===== config.mk =====
export PLATFORM = sky130hd
export DESIGN_NAME = softmax_normalizer_flat
export DESIGN_NICKNAME = d
export VERILOG_FILES = /design/src/rtl/smn_pkg.sv /design/src/rtl/smn_ifs.sv /design/src/rtl/softmax_normalizer.sv /design/src/flat_wrapper.sv
export VERILOG_INCLUDE_DIRS = /design/src /design/src/rtl
export SDC_FILE = /design/constraint.sdc
export NUM_CORES = 1
export LEC_CHECK = 0
export ABC_AREA = 1
export BUFFER_PORTS_ARGS = -buffer_cell sky130_fd_sc_hd__buf_2
export CORE_ASPECT_RATIO = 0.8
export CORE_MARGIN = 5
export CORE_UTILIZATION = 44
export DETAILED_ROUTE_END_ITERATION = 12
export PLACE_DENSITY = 0.61
export SLEW_MARGIN = 30
export SYNTH_ARGS = -nofsm -noshare
export SYNTH_HDL_FRONTEND = slang
export SYNTH_SLANG_ARGS = --single-unit

===== constraint.sdc =====
create_clock -name clk_i -period 6.3 [get_ports clk_i]
set_clock_uncertainty 0.2 [all_clocks]
set_input_delay 0.63 -clock clk_i [delete_from_list [all_inputs] [get_ports clk_i]]
set_output_delay 0.63 -clock clk_i [all_outputs]
set_load 0.01 [all_outputs]

===== src/rtl/assert_macros.svh =====
// Assertion macros for the RTL file that carries concurrent checks (softmax_normalizer.sv).
`ifndef ASSERT_MACROS_SVH
`define ASSERT_MACROS_SVH

// Concurrent check on an explicit clock and active-low reset.
`define ASSERT_CLK(label, clk, rst_n, prop, msg) \
  label: assert property (@(posedge clk) disable iff (!rst_n) (prop)) else $error(msg);

// Concurrent check on the block clock clk_i and reset rst_ni.
`define ASSERT_STD(label, prop, msg) \
  `ASSERT_CLK(label, clk_i, rst_ni, prop, msg)

`endif


===== src/rtl/smn_pkg.sv =====
// Package for the softmax normalizer: field widths, exp constants, 2^-x table.
`timescale 1ns / 1ps

package smn_pkg;

  // Field widths
  localparam int SCORE_W = 16;  // signed Q8.8 score
  localparam int PROB_W  = 16;  // unsigned Q0.16 probability
  localparam int CLS_W   = 4;   // class index on the result beat
  localparam int CFG_W   = 5;   // num_classes register
  localparam int E_W     = 17;  // exp value, 1.0 = 65536

  // Register reset value
  localparam logic [CFG_W-1:0] NUM_CLASSES_RESET = 5'd5;

  // log2(e) in Q1.16 and the rounding constant for the Q8.8 exponent
  localparam logic [16:0] LOG2E_Q16  = 17'd94548;
  localparam logic [32:0] ROUND_HALF = 33'd32768;

  // Exponent integer parts above this underflow to zero
  localparam logic [8:0] IP_MAX = 9'd16;

  // 2^(-k/16) in Q1.16
  function automatic logic [E_W-1:0] pow2_neg(input logic [3:0] k);
    logic [E_W-1:0] v;
    unique case (k)
      4'd0:    v = 17'd65536;
      4'd1:    v = 17'd62757;
      4'd2:    v = 17'd60097;
      4'd3:    v = 17'd57549;
      4'd4:    v = 17'd55109;
      4'd5:    v = 17'd52773;
      4'd6:    v = 17'd50535;
      4'd7:    v = 17'd48393;
      4'd8:    v = 17'd46341;
      4'd9:    v = 17'd44376;
      4'd10:   v = 17'd42495;
      4'd11:   v = 17'd40693;
      4'd12:   v = 17'd38968;
      4'd13:   v = 17'd37316;
      4'd14:   v = 17'd35734;
      default: v = 17'd34219;
    endcase
    return v;
  endfunction

endpackage


===== src/rtl/smn_ifs.sv =====
// Valid/ready channel interfaces for scores, probabilities and configuration.
`timescale 1ns / 1ps

// Score channel: one signed Q8.8 score per beat
interface smn_score_if import smn_pkg::*; ();
  logic                      valid;
  logic                      ready;
  logic signed [SCORE_W-1:0] score;
  modport source (output valid, output score, input ready);
  modport sink   (input valid, input score, output ready);
endinterface

// Result channel: one probability per beat
interface smn_prob_if import smn_pkg::*; ();
  logic              valid;
  logic              ready;
  logic [PROB_W-1:0] probability;
  logic [CLS_W-1:0]  class_index;
  logic              last;
  modport source (output valid, output probability, output class_index, output last,
                  input ready);
  modport sink   (input valid, input probability, input class_index, input last,
                  output ready);
endinterface

// Configuration write channel: num_classes register
interface smn_cfg_if import smn_pkg::*; ();
  logic             valid;
  logic             ready;
  logic [CFG_W-1:0] num_classes;
  modport source (output valid, output num_classes, input ready);
  modport sink   (input valid, input num_classes, output ready);
endinterface


===== src/rtl/softmax_normalizer.sv =====
// Top level: fixed-point softmax over one row of class scores, with the row maximum (floored at zero) subtracted.
//
//   channel  | dir | payload                              | beat
//   ---------+-----+--------------------------------------+----------------------
//   cfg_i    | in  | num_classes[4:0]                     | register write
//   score_i  | in  | score[15:0] signed Q8.8              | one class score
//   prob_o   | out | probability[15:0], class_index, last | one class probability
//
// Loading writes each score into the score memory. On the row's last score an exp pass
// reads the score memory once per class through the exp pipeline, then each class takes
// one read, three exp stages, 16 restoring divide steps and an output load; the divide
// steps are skipped when the sum is zero or the class holds all of it. The output load
// waits while an earlier result is still held unaccepted in the output register.
// Reset clears all control state; the score memory needs no clearing.
// A stalled result holds in the output register; the next row loads meanwhile.
`timescale 1ns / 1ps
`include "assert_macros.svh"

module softmax_normalizer import smn_pkg::*; #(
  parameter int MAX_CLASSES = 16
) (
  input  logic        clk_i,
  input  logic        rst_ni,
  smn_cfg_if.sink     cfg_i,
  smn_score_if.sink   score_i,
  smn_prob_if.source  prob_o
);

  localparam int AW    = $clog2(MAX_CLASSES);
  localparam int CW    = $clog2(MAX_CLASSES + 1);
  localparam int NW    = (CW > CFG_W) ? CW : CFG_W;
  localparam int SUM_W = E_W + AW;
  localparam int STEP_W = $clog2(PROB_W);

  typedef enum logic [2:0] {
    ST_LOAD,
    ST_SUM,
    ST_ISSUE,
    ST_WAIT,
    ST_DIV,
    ST_EMIT
  } state_e;

  state_e                    state_q;
  logic [CFG_W-1:0]          num_classes_q;
  logic [CW-1:0]             load_cnt_q;
  logic signed [SCORE_W-1:0] max_q;
  logic [SUM_W-1:0]          sum_q;
  logic [CW-1:0]             issue_q;
  logic [CW-1:0]             acc_q;
  logic [CW-1:0]             cls_q;
  logic [SUM_W-1:0]          rem_q;
  logic [PROB_W-1:0]         quot_q;
  logic [STEP_W-1:0]         step_q;

  // output register
  logic                      out_valid_q;
  logic [PROB_W-1:0]         prob_q;
  logic [CLS_W-1:0]          cls_idx_q;
  logic                      last_q;

  // handshakes; a register write wins over a score in the same cycle
  logic cfg_fire, in_fire;
  assign cfg_i.ready   = (state_q == ST_LOAD);
  assign score_i.ready = (state_q == ST_LOAD) && !cfg_i.valid;
  assign cfg_fire      = cfg_i.valid && cfg_i.ready;
  assign in_fire       = score_i.valid && score_i.ready;

  // clamp the class count to 1..MAX_CLASSES
  logic [NW-1:0] nc_w;
  logic [CW-1:0] row_len;
  assign nc_w = NW'(num_classes_q);
  always_comb begin
    if (nc_w == '0) begin
      row_len = CW'(1);
    end else if (nc_w > NW'(MAX_CLASSES)) begin
      row_len = CW'(MAX_CLASSES);
    end else begin
      row_len = CW'(nc_w);
    end
  end

  // ---------------------------------------------------------------------------
  // Score memory: written while loading, read only in the later passes, so a
  // write and a read never meet on the same entry.
  // ---------------------------------------------------------------------------
  logic signed [SCORE_W-1:0] mem [MAX_CLASSES];
  logic signed [SCORE_W-1:0] mem_rd_q;
  logic                      mem_we;
  logic                      rd_en;
  logic [AW-1:0]             rd_addr;

  assign mem_we  = in_fire;
  assign rd_en   = ((state_q == ST_SUM) && (issue_q < row_len)) || (state_q == ST_ISSUE);
  assign rd_addr = (state_q == ST_SUM) ? issue_q[AW-1:0] : cls_q[AW-1:0];

  always_ff @(posedge clk_i) begin
    if (mem_we) begin
      mem[load_cnt_q[AW-1:0]] <= score_i.score;
    end
    if (rd_en) begin
      mem_rd_q <= mem[rd_addr];
    end
  end

  // ---------------------------------------------------------------------------
  // Exp pipeline: read data -> (max - score) * log2(e) -> table and shift
  // ---------------------------------------------------------------------------
  logic              rv_q, pv_q, ev_q;
  logic signed [16:0] diff;
  logic [15:0]       neg;
  logic [32:0]       prod_d, prod_q;
  logic [32:0]       rnd;
  logic [16:0]       m_exp;
  logic [8:0]        ip;
  logic [E_W-1:0]    e_d, e_q;

  assign diff   = 17'(max_q) - 17'(mem_rd_q);
  assign neg    = diff[15:0];  // max never below the score, so 0..65535
  assign prod_d = 33'(neg) * 33'(LOG2E_Q16);
  assign rnd    = prod_q + ROUND_HALF;
  assign m_exp  = rnd[32:16];
  assign ip     = m_exp[16:8];
  assign e_d    = (ip > IP_MAX) ? '0 : (pow2_neg(m_exp[7:4]) >> ip[4:0]);

  always_ff @(posedge clk_i or negedge rst_ni) begin
    if (!rst_ni) begin
      rv_q <= 1'b0;
      pv_q <= 1'b0;
      ev_q <= 1'b0;
    end else begin
      rv_q <= rd_en;
      pv_q <= rv_q;
      ev_q <= pv_q;
    end
  end

  always_ff @(posedge clk_i) begin
    prod_q <= prod_d;
    e_q    <= e_d;
  end

  // ---------------------------------------------------------------------------
  // Restoring divide step: one quotient bit per cycle, remainder below the sum
  // ---------------------------------------------------------------------------
  logic [SUM_W:0]   rem_sh;
  logic             q_bit;
  logic [SUM_W-1:0] rem_nxt;
  assign rem_sh  = {rem_q, 1'b0};
  assign q_bit   = (rem_sh >= {1'b0, sum_q});
  assign rem_nxt = q_bit ? SUM_W'(rem_sh - {1'b0, sum_q}) : SUM_W'(rem_sh);

  logic emit_go, last_cls;
  assign emit_go  = !out_valid_q || prob_o.ready;
  assign last_cls = (CW'(cls_q + 1'b1) == row_len);

  // ---------------------------------------------------------------------------
  // Sequencer and output register
  // ---------------------------------------------------------------------------
  always_ff @(posedge clk_i or negedge rst_ni) begin
    if (!rst_ni) begin
      state_q       <= ST_LOAD;
      num_classes_q <= NUM_CLASSES_RESET;
      load_cnt_q    <= '0;
      max_q         <= '0;
      sum_q         <= '0;
      issue_q       <= '0;
      acc_q         <= '0;
      cls_q         <= '0;
      step_q        <= '0;
      out_valid_q   <= 1'b0;
    end else begin
      // result taken; while emitting, the output load below decides
      if (out_valid_q && prob_o.ready && (state_q != ST_EMIT)) begin
        out_valid_q <= 1'b0;
      end

      unique case (state_q)
        ST_LOAD: begin
          if (cfg_fire) begin
            // a new class count drops any partial row
            num_classes_q <= cfg_i.num_classes;
            load_cnt_q    <= '0;
            max_q         <= '0;
            sum_q         <= '0;
          end else if (in_fire) begin
            if (score_i.score > max_q) begin
              max_q <= score_i.score;
            end
            if (CW'(load_cnt_q + 1'b1) == row_len) begin
              load_cnt_q <= '0;
              issue_q    <= '0;
              acc_q      <= '0;
              sum_q      <= '0;
              state_q    <= ST_SUM;
            end else begin
              load_cnt_q <= CW'(load_cnt_q + 1'b1);
            end
          end
        end

        // exp pass: stream reads, accumulate as results leave the pipeline
        ST_SUM: begin
          if (rd_en) begin
            issue_q <= CW'(issue_q + 1'b1);
          end
          if (ev_q) begin
            sum_q <= SUM_W'(sum_q + SUM_W'(e_q));
            if (CW'(acc_q + 1'b1) == row_len) begin
              cls_q   <= '0;
              state_q <= ST_ISSUE;
            end else begin
              acc_q <= CW'(acc_q + 1'b1);
            end
          end
        end

        ST_ISSUE: begin
          state_q <= ST_WAIT;
        end

        // exp of this class ready: pick zero, saturated or divided result
        ST_WAIT: begin
          if (ev_q) begin
            step_q <= '0;
            if (sum_q == '0) begin
              quot_q  <= '0;
              state_q <= ST_EMIT;
            end else if (SUM_W'(e_q) >= sum_q) begin
              quot_q  <= '1;
              state_q <= ST_EMIT;
            end else begin
              quot_q  <= '0;
              rem_q   <= SUM_W'(e_q);
              state_q <= ST_DIV;
            end
          end
        end

        ST_DIV: begin
          rem_q  <= rem_nxt;
          quot_q <= {quot_q[PROB_W-2:0], q_bit};
          step_q <= STEP_W'(step_q + 1'b1);
          if (step_q == STEP_W'(PROB_W - 1)) begin
            state_q <= ST_EMIT;
          end
        end

        ST_EMIT: begin
          if (emit_go) begin
            out_valid_q <= 1'b1;
            prob_q      <= quot_q;
            cls_idx_q   <= CLS_W'(cls_q);
            last_q      <= last_cls;
            if (last_cls) begin
              max_q   <= '0;
              sum_q   <= '0;
              state_q <= ST_LOAD;
            end else begin
              cls_q   <= CW'(cls_q + 1'b1);
              state_q <= ST_ISSUE;
            end
          end
        end

        default: begin
          state_q <= ST_LOAD;
        end
      endcase
    end
  end

  assign prob_o.valid       = out_valid_q;
  assign prob_o.probability = prob_q;
  assign prob_o.class_index = cls_idx_q;
  assign prob_o.last        = last_q;

  // ---------------------------------------------------------------------------
  // Checks
  // ---------------------------------------------------------------------------
  `ASSERT_STD(a_mem_one_port, !(mem_we && rd_en), "score memory written and read together")
  `ASSERT_STD(a_sum_order, (state_q == ST_SUM) |-> (acc_q <= issue_q),
              "exp pass accumulated more than it read")
  `ASSERT_STD(a_div_rem, (state_q == ST_DIV) |-> (rem_q < sum_q),
              "divider remainder not below the sum")
  `ASSERT_STD(a_exp_owner, ev_q |-> (state_q == ST_SUM || state_q == ST_WAIT),
              "exp result arrived with no pass waiting for it")
  `ASSERT_STD(a_row_done, (state_q == ST_EMIT && emit_go && last_cls) |=>
              (state_q == ST_LOAD && max_q == '0 && out_valid_q && last_q),
              "row end did not return to loading with a last beat")

endmodule

===== src/flat_wrapper.sv =====
// flat-port wrapper written by rule: the top's interface ports become plain ports
module softmax_normalizer_flat import smn_pkg::*;
#(
  parameter int MAX_CLASSES = 16
)
  (clk_i, rst_ni, cfg_i_valid, cfg_i_num_classes, cfg_i_ready, score_i_valid, score_i_score, score_i_ready, prob_o_valid, prob_o_probability, prob_o_class_index, prob_o_last, prob_o_ready);
  smn_cfg_if cfg_i_i ();
  smn_score_if score_i_i ();
  smn_prob_if prob_o_i ();
  input  logic clk_i;
  input  logic rst_ni;
  input wire logic [$bits(cfg_i_i.valid)-1:0] cfg_i_valid;
  input wire logic [$bits(cfg_i_i.num_classes)-1:0] cfg_i_num_classes;
  output wire logic [$bits(cfg_i_i.ready)-1:0] cfg_i_ready;
  input wire logic [$bits(score_i_i.valid)-1:0] score_i_valid;
  input wire logic [$bits(score_i_i.score)-1:0] score_i_score;
  output wire logic [$bits(score_i_i.ready)-1:0] score_i_ready;
  output wire logic [$bits(prob_o_i.valid)-1:0] prob_o_valid;
  output wire logic [$bits(prob_o_i.probability)-1:0] prob_o_probability;
  output wire logic [$bits(prob_o_i.class_index)-1:0] prob_o_class_index;
  output wire logic [$bits(prob_o_i.last)-1:0] prob_o_last;
  input wire logic [$bits(prob_o_i.ready)-1:0] prob_o_ready;
  assign cfg_i_i.valid = cfg_i_valid;
  assign cfg_i_i.num_classes = cfg_i_num_classes;
  assign cfg_i_ready = cfg_i_i.ready;
  assign score_i_i.valid = score_i_valid;
  assign score_i_i.score = score_i_score;
  assign score_i_ready = score_i_i.ready;
  assign prob_o_valid = prob_o_i.valid;
  assign prob_o_probability = prob_o_i.probability;
  assign prob_o_class_index = prob_o_i.class_index;
  assign prob_o_last = prob_o_i.last;
  assign prob_o_i.ready = prob_o_ready;
  softmax_normalizer #(.MAX_CLASSES(MAX_CLASSES)) u_core (.clk_i(clk_i), .rst_ni(rst_ni), .cfg_i(cfg_i_i), .score_i(score_i_i), .prob_o(prob_o_i));
endmodule

After elaboration in Yosys (flattened, before gate mapping)
Memory sizes are Yosys's and may differ from the RTL's. A register that Yosys moved wholly into a read port is not among the register bits.
Index checks and enable logic that the tools add are counted.
{"block": "word_totals", "out_inout_bits": 24, "elab_cells": 157, "mem_bits_ro": 272, "n_memories": 2, "inputBits": 26, "mem_bits_rw": 256, "ff_bits": 179}
{"block": "classes", "shifts": 1, "n_mux": 60, "multipliers": 1, "n_addsub": 9, "n_eq_ne": 27, "n_reduce_logical": 31, "order_cmp": 6}
{"name": "(no name shown)", "depth": 16, "width": 17, "read_ports": 1, "rd_clocked_by_memory_dff": 0, "write_ports": 0, "line_no": "smn_pkg.sv:26", "source": "unique case (k)"}
{"name": "u_core.mem", "depth": 16, "width": 16, "read_ports": 1, "rd_clocked_by_memory_dff": 1, "write_ports": 1, "line_no": "softmax_normalizer.sv:87", "source": "logic signed [SCORE_W-1:0] mem [MAX_CLASSES];"}
{"operator": "$mux 21", "n": 10}
{"operator": "$mux 16", "n": 8}
{"operator": "$mux 5", "n": 15}
{"operator": "$pmux 16 s2", "n": 2}
{"operator": "$pmux 21 s3", "n": 1}
{"operator": "$pmux 21 s2", "n": 1}
{"operator": "$add 33x16->33 const B", "n": 1}
{"operator": "$mul 16x15->31 const B", "n": 1}
{"operator": "$pmux 5 s2", "n": 3}
{"operator": "$mux 3", "n": 9}
{"operator": "$ge 22x21->1", "n": 1}
{"operator": "$add 21x17->21", "n": 1}
{"operator": "$ge 17x21->1", "n": 1}
{"operator": "$logic_not 21->1", "n": 1}
{"operator": "$sub 21x21->21", "n": 1}
{"operator": "$add 5x1->5 const B", "n": 4}
{"operator": "$reduce_and 5->1", "n": 4}
{"operator": "$pmux 3 s6", "n": 1}
{"operator": "$shr 17x5->17", "n": 1}
{"operator": "$gt 16x16->1", "n": 1}
{"operator": "$ne 2x2->1 const B", "n": 8}
{"operator": "$sub 16x16->16", "n": 1}
{"operator": "$eq 5x5->1", "n": 3}
{"operator": "$ne 2x1->1 const B", "n": 6}
{"operator": "24 further kinds", "n": 50}

Logic depth before layout (Yosys ltp)
{"block": "depth", "word_depth": 8, "mapped_depth": 34, "mapped_depth_nobuf": 34}

Worst setup path after synthesis
No wires, ideal clock.
{"block": "synth_timing", "path_type": "flip-flop to flip-flop", "startpoint": "reg u_core.max_q[0]", "endpoint": "reg u_core.prod_q[29]", "synth_period_minus_slack_ps": 6661, "setup_ps": 119, "arrival_time_ps": 6342, "path_slack_ps": -361, "required_ps": 5981, "path_stages_with_launch": 29, "n_path_buf": 0, "path_cell_list": "dfrtp_1 -> inv_1 -> ha_1 -> fa_1 -> o21ai_1 -> a21oi_1 -> o21ai_1 -> a21boi_0 -> o21ai_0 -> xor2_1 -> ha_1 -> ha_1 -> inv_1 -> fa_1 -> inv_1 -> fa_1 -> fa_1 -> inv_1 -> fa_1 -> inv_1 -> ha_1 -> a21o_1 -> a21oi_1 -> o21ai_0 -> nand2_1 -> nand3_1 -> nand3_1 -> nand2_1 -> xor2_1"}
{"block": "synth_via", "elab_chain_len": 2}
{"item": "from (decl)", "line_no": "softmax_normalizer.sv:47", "source": "logic signed [SCORE_W-1:0] max_q;"}
{"item": "from (signal assigned)", "line_no": "softmax_normalizer.sv:188", "source": "max_q <= score_i.score;"}
{"item": "$sub 16x16->16", "line_no": "softmax_normalizer.sv:118", "source": "assign diff = 17'(max_q) - 17'(mem_rd_q);"}
{"item": "$mul 16x15->31", "line_no": "softmax_normalizer.sv:120", "source": "assign prod_d = 33'(neg) * 33'(LOG2E_Q16);"}
{"item": "net u_core.prod_d[29]", "line_no": "softmax_normalizer.sv:112", "source": "logic [32:0] prod_d, prod_q;"}
{"item": "to (signal assigned)", "line_no": "softmax_normalizer.sv:139", "source": "prod_q <= prod_d;"}
{"item": "to (decl)", "line_no": "softmax_normalizer.sv:112"}
The timed path passes the listed nets, and every way through them passes these cells.
A chain may end at the register's enable or synchronous reset.

Final worst setup path
{"block": "layout_timing", "startpoint": "reg u_core.mem_rd_q[1], read port of u_core.mem", "endpoint": "reg u_core.prod_q[26]"}
{"block": "layout_via", "elab_chain_len": 2}
{"item": "from (decl)", "line_no": "softmax_normalizer.sv:88", "source": "logic signed [SCORE_W-1:0] mem_rd_q;"}
{"item": "$sub 16x16->16", "line_no": "softmax_normalizer.sv:118"}
{"item": "$mul 16x15->31", "line_no": "softmax_normalizer.sv:120"}
{"item": "net u_core.prod_d[26]", "line_no": "softmax_normalizer.sv:112"}
The timed path passes the listed nets, and every way through them passes these cells.

==> results.md <==
- Half-perimeter wire length after placement: 49820 µm
- Placer Congestion: 0.9133
- Setup violators final: 0
- Status: complete, no violations
- Post-synthesis async set-or-reset flop share: 16.67%
- Die width: 287.9 µm
- Synth Area in XOR/XNOR: 3.024%
- Worst Hold Launch: cfg_i_num_classes[2]
- Die area: 0.06689 mm²
- Post-synthesis compound-gate area fraction: 10.55%
- Initial DRT Pass Iterations: 6
- Fin Setup TNS: 0 ps
- Achievable Freq: 163.5 MHz
- GR Util All Layers: 20.94%
- Worst min path class: input pin to register
- Layout Area Growth over Synthesis: 14.12%
- Initial antenna violation count: 3
- Vias in the first global route: 20570
- RR Startpoint: u_core.mem_rd_q[1]$_DFFE_PP_
- Startpoint types: register
- Rows: 81
- Final ANT Viol Nets: 0
- Fin worst setup slack: 182.0 ps
- Syn nets: 3285
- Largest net degree at the start of global routing: 113
- Largest fanout on the critical path: 4
- Critical path arrival: 6390 ps
- Final wirelength: 71390 µm
- Fillers: 5688
- Worst hold stages: 3
- Placement Setup Slack: -118.9 ps
- Critical path type: register to register
- Register area share after synthesis: 45.76%
- # Max-Cap Violations: 0
- Rel. slew slack: 36.22%
- First-pass GRT wire length: 112600 µm
- Cell count after synthesis: 2956
- Boundary pin count: 50
- Longest Clk Path Bufs: 3
- Fraction of layout cells with a size suffix above 1: 12.79%
- Worst Reg-to-Reg Cells: 29
- Least-Margin Pin Slew: 955.3 ps
- Final min period: 6118 ps
- Port Buffers: 49
- Clk Tree Root Cell: clkbuf_16
- Mux share of post-synthesis cell area: 0%
- Sink Count: 438
- Initial Utilization: 44.41%
- Remaining Overflow, GRT: 0
- Drt first-iter violations: 1612
- Reg area: 0.01244 mm²
- Mapped Area: 0.02719 mm²
- Final period utilization: 97.11%
- Final Hold Vio Count: 0
- Worst Hold Path EP: u_core.nc_w[2]$_DFFE_PN1P_
- Slowest cell on the critical path: fa_1
- Final Slew Violations: 0
- Number of synthesized register bits: 438
- Vias per cell: 5.346
- Largest family of logic cells by synthesized area: simple AND/OR/NAND/NOR gates
- Clock H-tree levels: 2
- Core Box Area: 0.06121 mm²
- Drt drc: 0
- Setup slack, reg-to-reg: 180 ps
- WL/cell: 18.14 µm
- Post-synth EDFFs: 330
- Layout Nets: 3397
- Reg clk slew, reported paths: 60 ps
- Synth Area in Adders: 15.91%
- Clock Latency Late Sink: 590 ps
- CTS tree: done
- Reg2Reg Capture Point: u_core.prod_q[26]$_DFF_P_
- Most used flip-flop cell after synthesis: edfxtp_1
- CP required: 6570 ps
- Via count: 21040
- Finished Layout Cells: 3935
- Crit path capture type: register
- Unique masters post-synth: 56
- CTS buffer count: 45
- Max stage delay on crit path: 520 ps
- Placed cells: 3828
- Synth Area in Simple Gates: 18.06%
- Chip Height: 232.3 µm
- Multi-input gate area: 0.01364 mm²
- Syn. warnings: 0
- Avg Cell Area, Syn: 9.197 µm²
[routing by layer]
metal	routed length (µm)	global-route usage (%)	share of wire (%)	vias up
met4	1259	4.506	1.8	4
met1	33000	29.88	46	10190
li1	-	-	-	10220
met3	3818	3.425	5.3	92
met5	19	0	0.027	-
met2	33290	33.94	47	534
[worst max path at each step]
stage                                             from                         to  slack [ps]  cells after the start
after floorplan            u_core.max_q[0]$_DFFE_PN0P_  u_core.prod_q[29]$_DFF_P_           9                     28
after global placement    u_core.mem_rd_q[1]$_DFFE_PP_  u_core.prod_q[26]$_DFF_P_         -20                     32
after detailed placement   u_core.max_q[2]$_DFFE_PN0P_  u_core.prod_q[26]$_DFF_P_        -120                     32
after CTS                 u_core.mem_rd_q[0]$_DFFE_PP_  u_core.prod_q[31]$_DFF_P_       -0.06                     24
after global routing      u_core.mem_rd_q[1]$_DFFE_PP_  u_core.prod_q[29]$_DFF_P_         -80                     24
final                     u_core.mem_rd_q[1]$_DFFE_PP_  u_core.prod_q[26]$_DFF_P_         180                     29
[critical path: cells and delay by family (launching register included)]
kind | cells | cell delay (ps)
adders and majority gates | 7 | 2810
AOI/OAI and AO/OA | 6 | 800
buffers and inverters | 5 | 750
and+or+nand+nor | 9 | 700
DFF | 1 | 410
xor gates and xnor gates | 2 | 310
[kinds of logic after synthesis]
| group | Yosys count |
|---|---|
| compound gates | 492 |
| xor+xnor | 93 |
| fa+ha+maj | 303 |
| buf+inv | 464 |
| flops | 438 |
| simple gates | 1166 |
[Yosys cell counts (5+ instances only)]
cell type    n  area (µm²)
a21o_1      13       97.59
a21oi_1    123       615.6
a31oi_1      5       31.28
buf_2       23       115.1
buf_4        6       45.04
clkbuf_1    50       187.7
dfrtp_1     71        1777
dfxtp_1     35       700.7
edfxtp_1   330        9910
fa_1        71        1421
ha_1       232        2903
inv_1      364        1366
inv_2       15       56.30
nand2_1    565        2121
nand2_2     12       75.07
nand3_1    204        1021
nand4_1     16       100.1
nor2_1     297        1115
nor2_2       6       37.54
nor3_1      33       165.2
nor4_1       6       37.54
o211ai_1    32       240.2
o21ai_0    214        1071
o21ai_1     14       70.07
o221ai_1    49       429.2
o22ai_1     18       112.6
or2_2        5       31.28
xnor2_1     28       245.2
xor2_1      64       560.5
[flip-flops by register name, summed over array words and instances (netlist names), 3 cells and up]
signal / count
u_core.acc_q: 5
u_core.prod_q: 18
u_core.issue_q: 5
u_core.max_q: 16
u_core.prob_o.probability: 16
u_core.e_q: 17
u_core.mem: 256
u_core.sum_q: 21
u_core.rem_q: 21
u_core.load_cnt_q: 5
u_core.step_q: 4
u_core.state_q: 3
u_core.nc_w: 5
u_core.quot_q: 16
u_core.mem_rd_q: 16
u_core.prob_o.class_index: 4
u_core.cls_q: 5
[what timing repair did]
item	in CTS	in global routing
setup buffers	4	19
hold endpoints to repair	71	0
resized for setup	9	115
pin swaps	8	59
hold buffers	1	0
setup endpoints to repair	11	18
[layout make-up]
class / count / area share [%]
sequential: 438 / 40.10
multi-input combinational: 2054 / 43.98
timing repair buffer: 148 / 3.239
clock inverter: 31 / 0.9881
tap: 830 / 3.347
clock buffer: 52 / 3.714
inverter: 381 / 4.626
antenna: 1 / 0.008066
[metrics by stage]
| step | instance area (µm²) | hold WS (ps) | util (%) |
|---|---|---|---|
| floorplan | 27220 | 131.2 | - |
| global placement | 28750 | 132.6 | 46.97 |
| detailed placement | 28780 | 135.5 | 47.01 |
| CTS | 30330 | 15.24 | 49.55 |
| global route | 31020 | 25.12 | 50.68 |
| finish | 31020 | 41.74 | 50.68 |
[cells in the final DEF (no fill, tap or decap), types with 32 or more instances in the layout]
cell type	netlist	final
inv_1	364	353
clkbuf_16	0	45
edfxtp_1	330	330
ha_1	232	210
nand3_1	204	201
fa_1	71	66
nand2_2	12	32
nor2_1	297	277
o21ai_0	214	203
o221ai_1	49	49
buf_4	6	96
xor2_1	64	57
nand2_1	565	544
o211ai_1	32	32
dfxtp_1	35	35
buf_2	23	48
dfrtp_1	71	71
a21oi_1	123	108
Power is not shown: default switching activity piles up to over one toggle a cycle in this logic, so the estimate is an artifact.
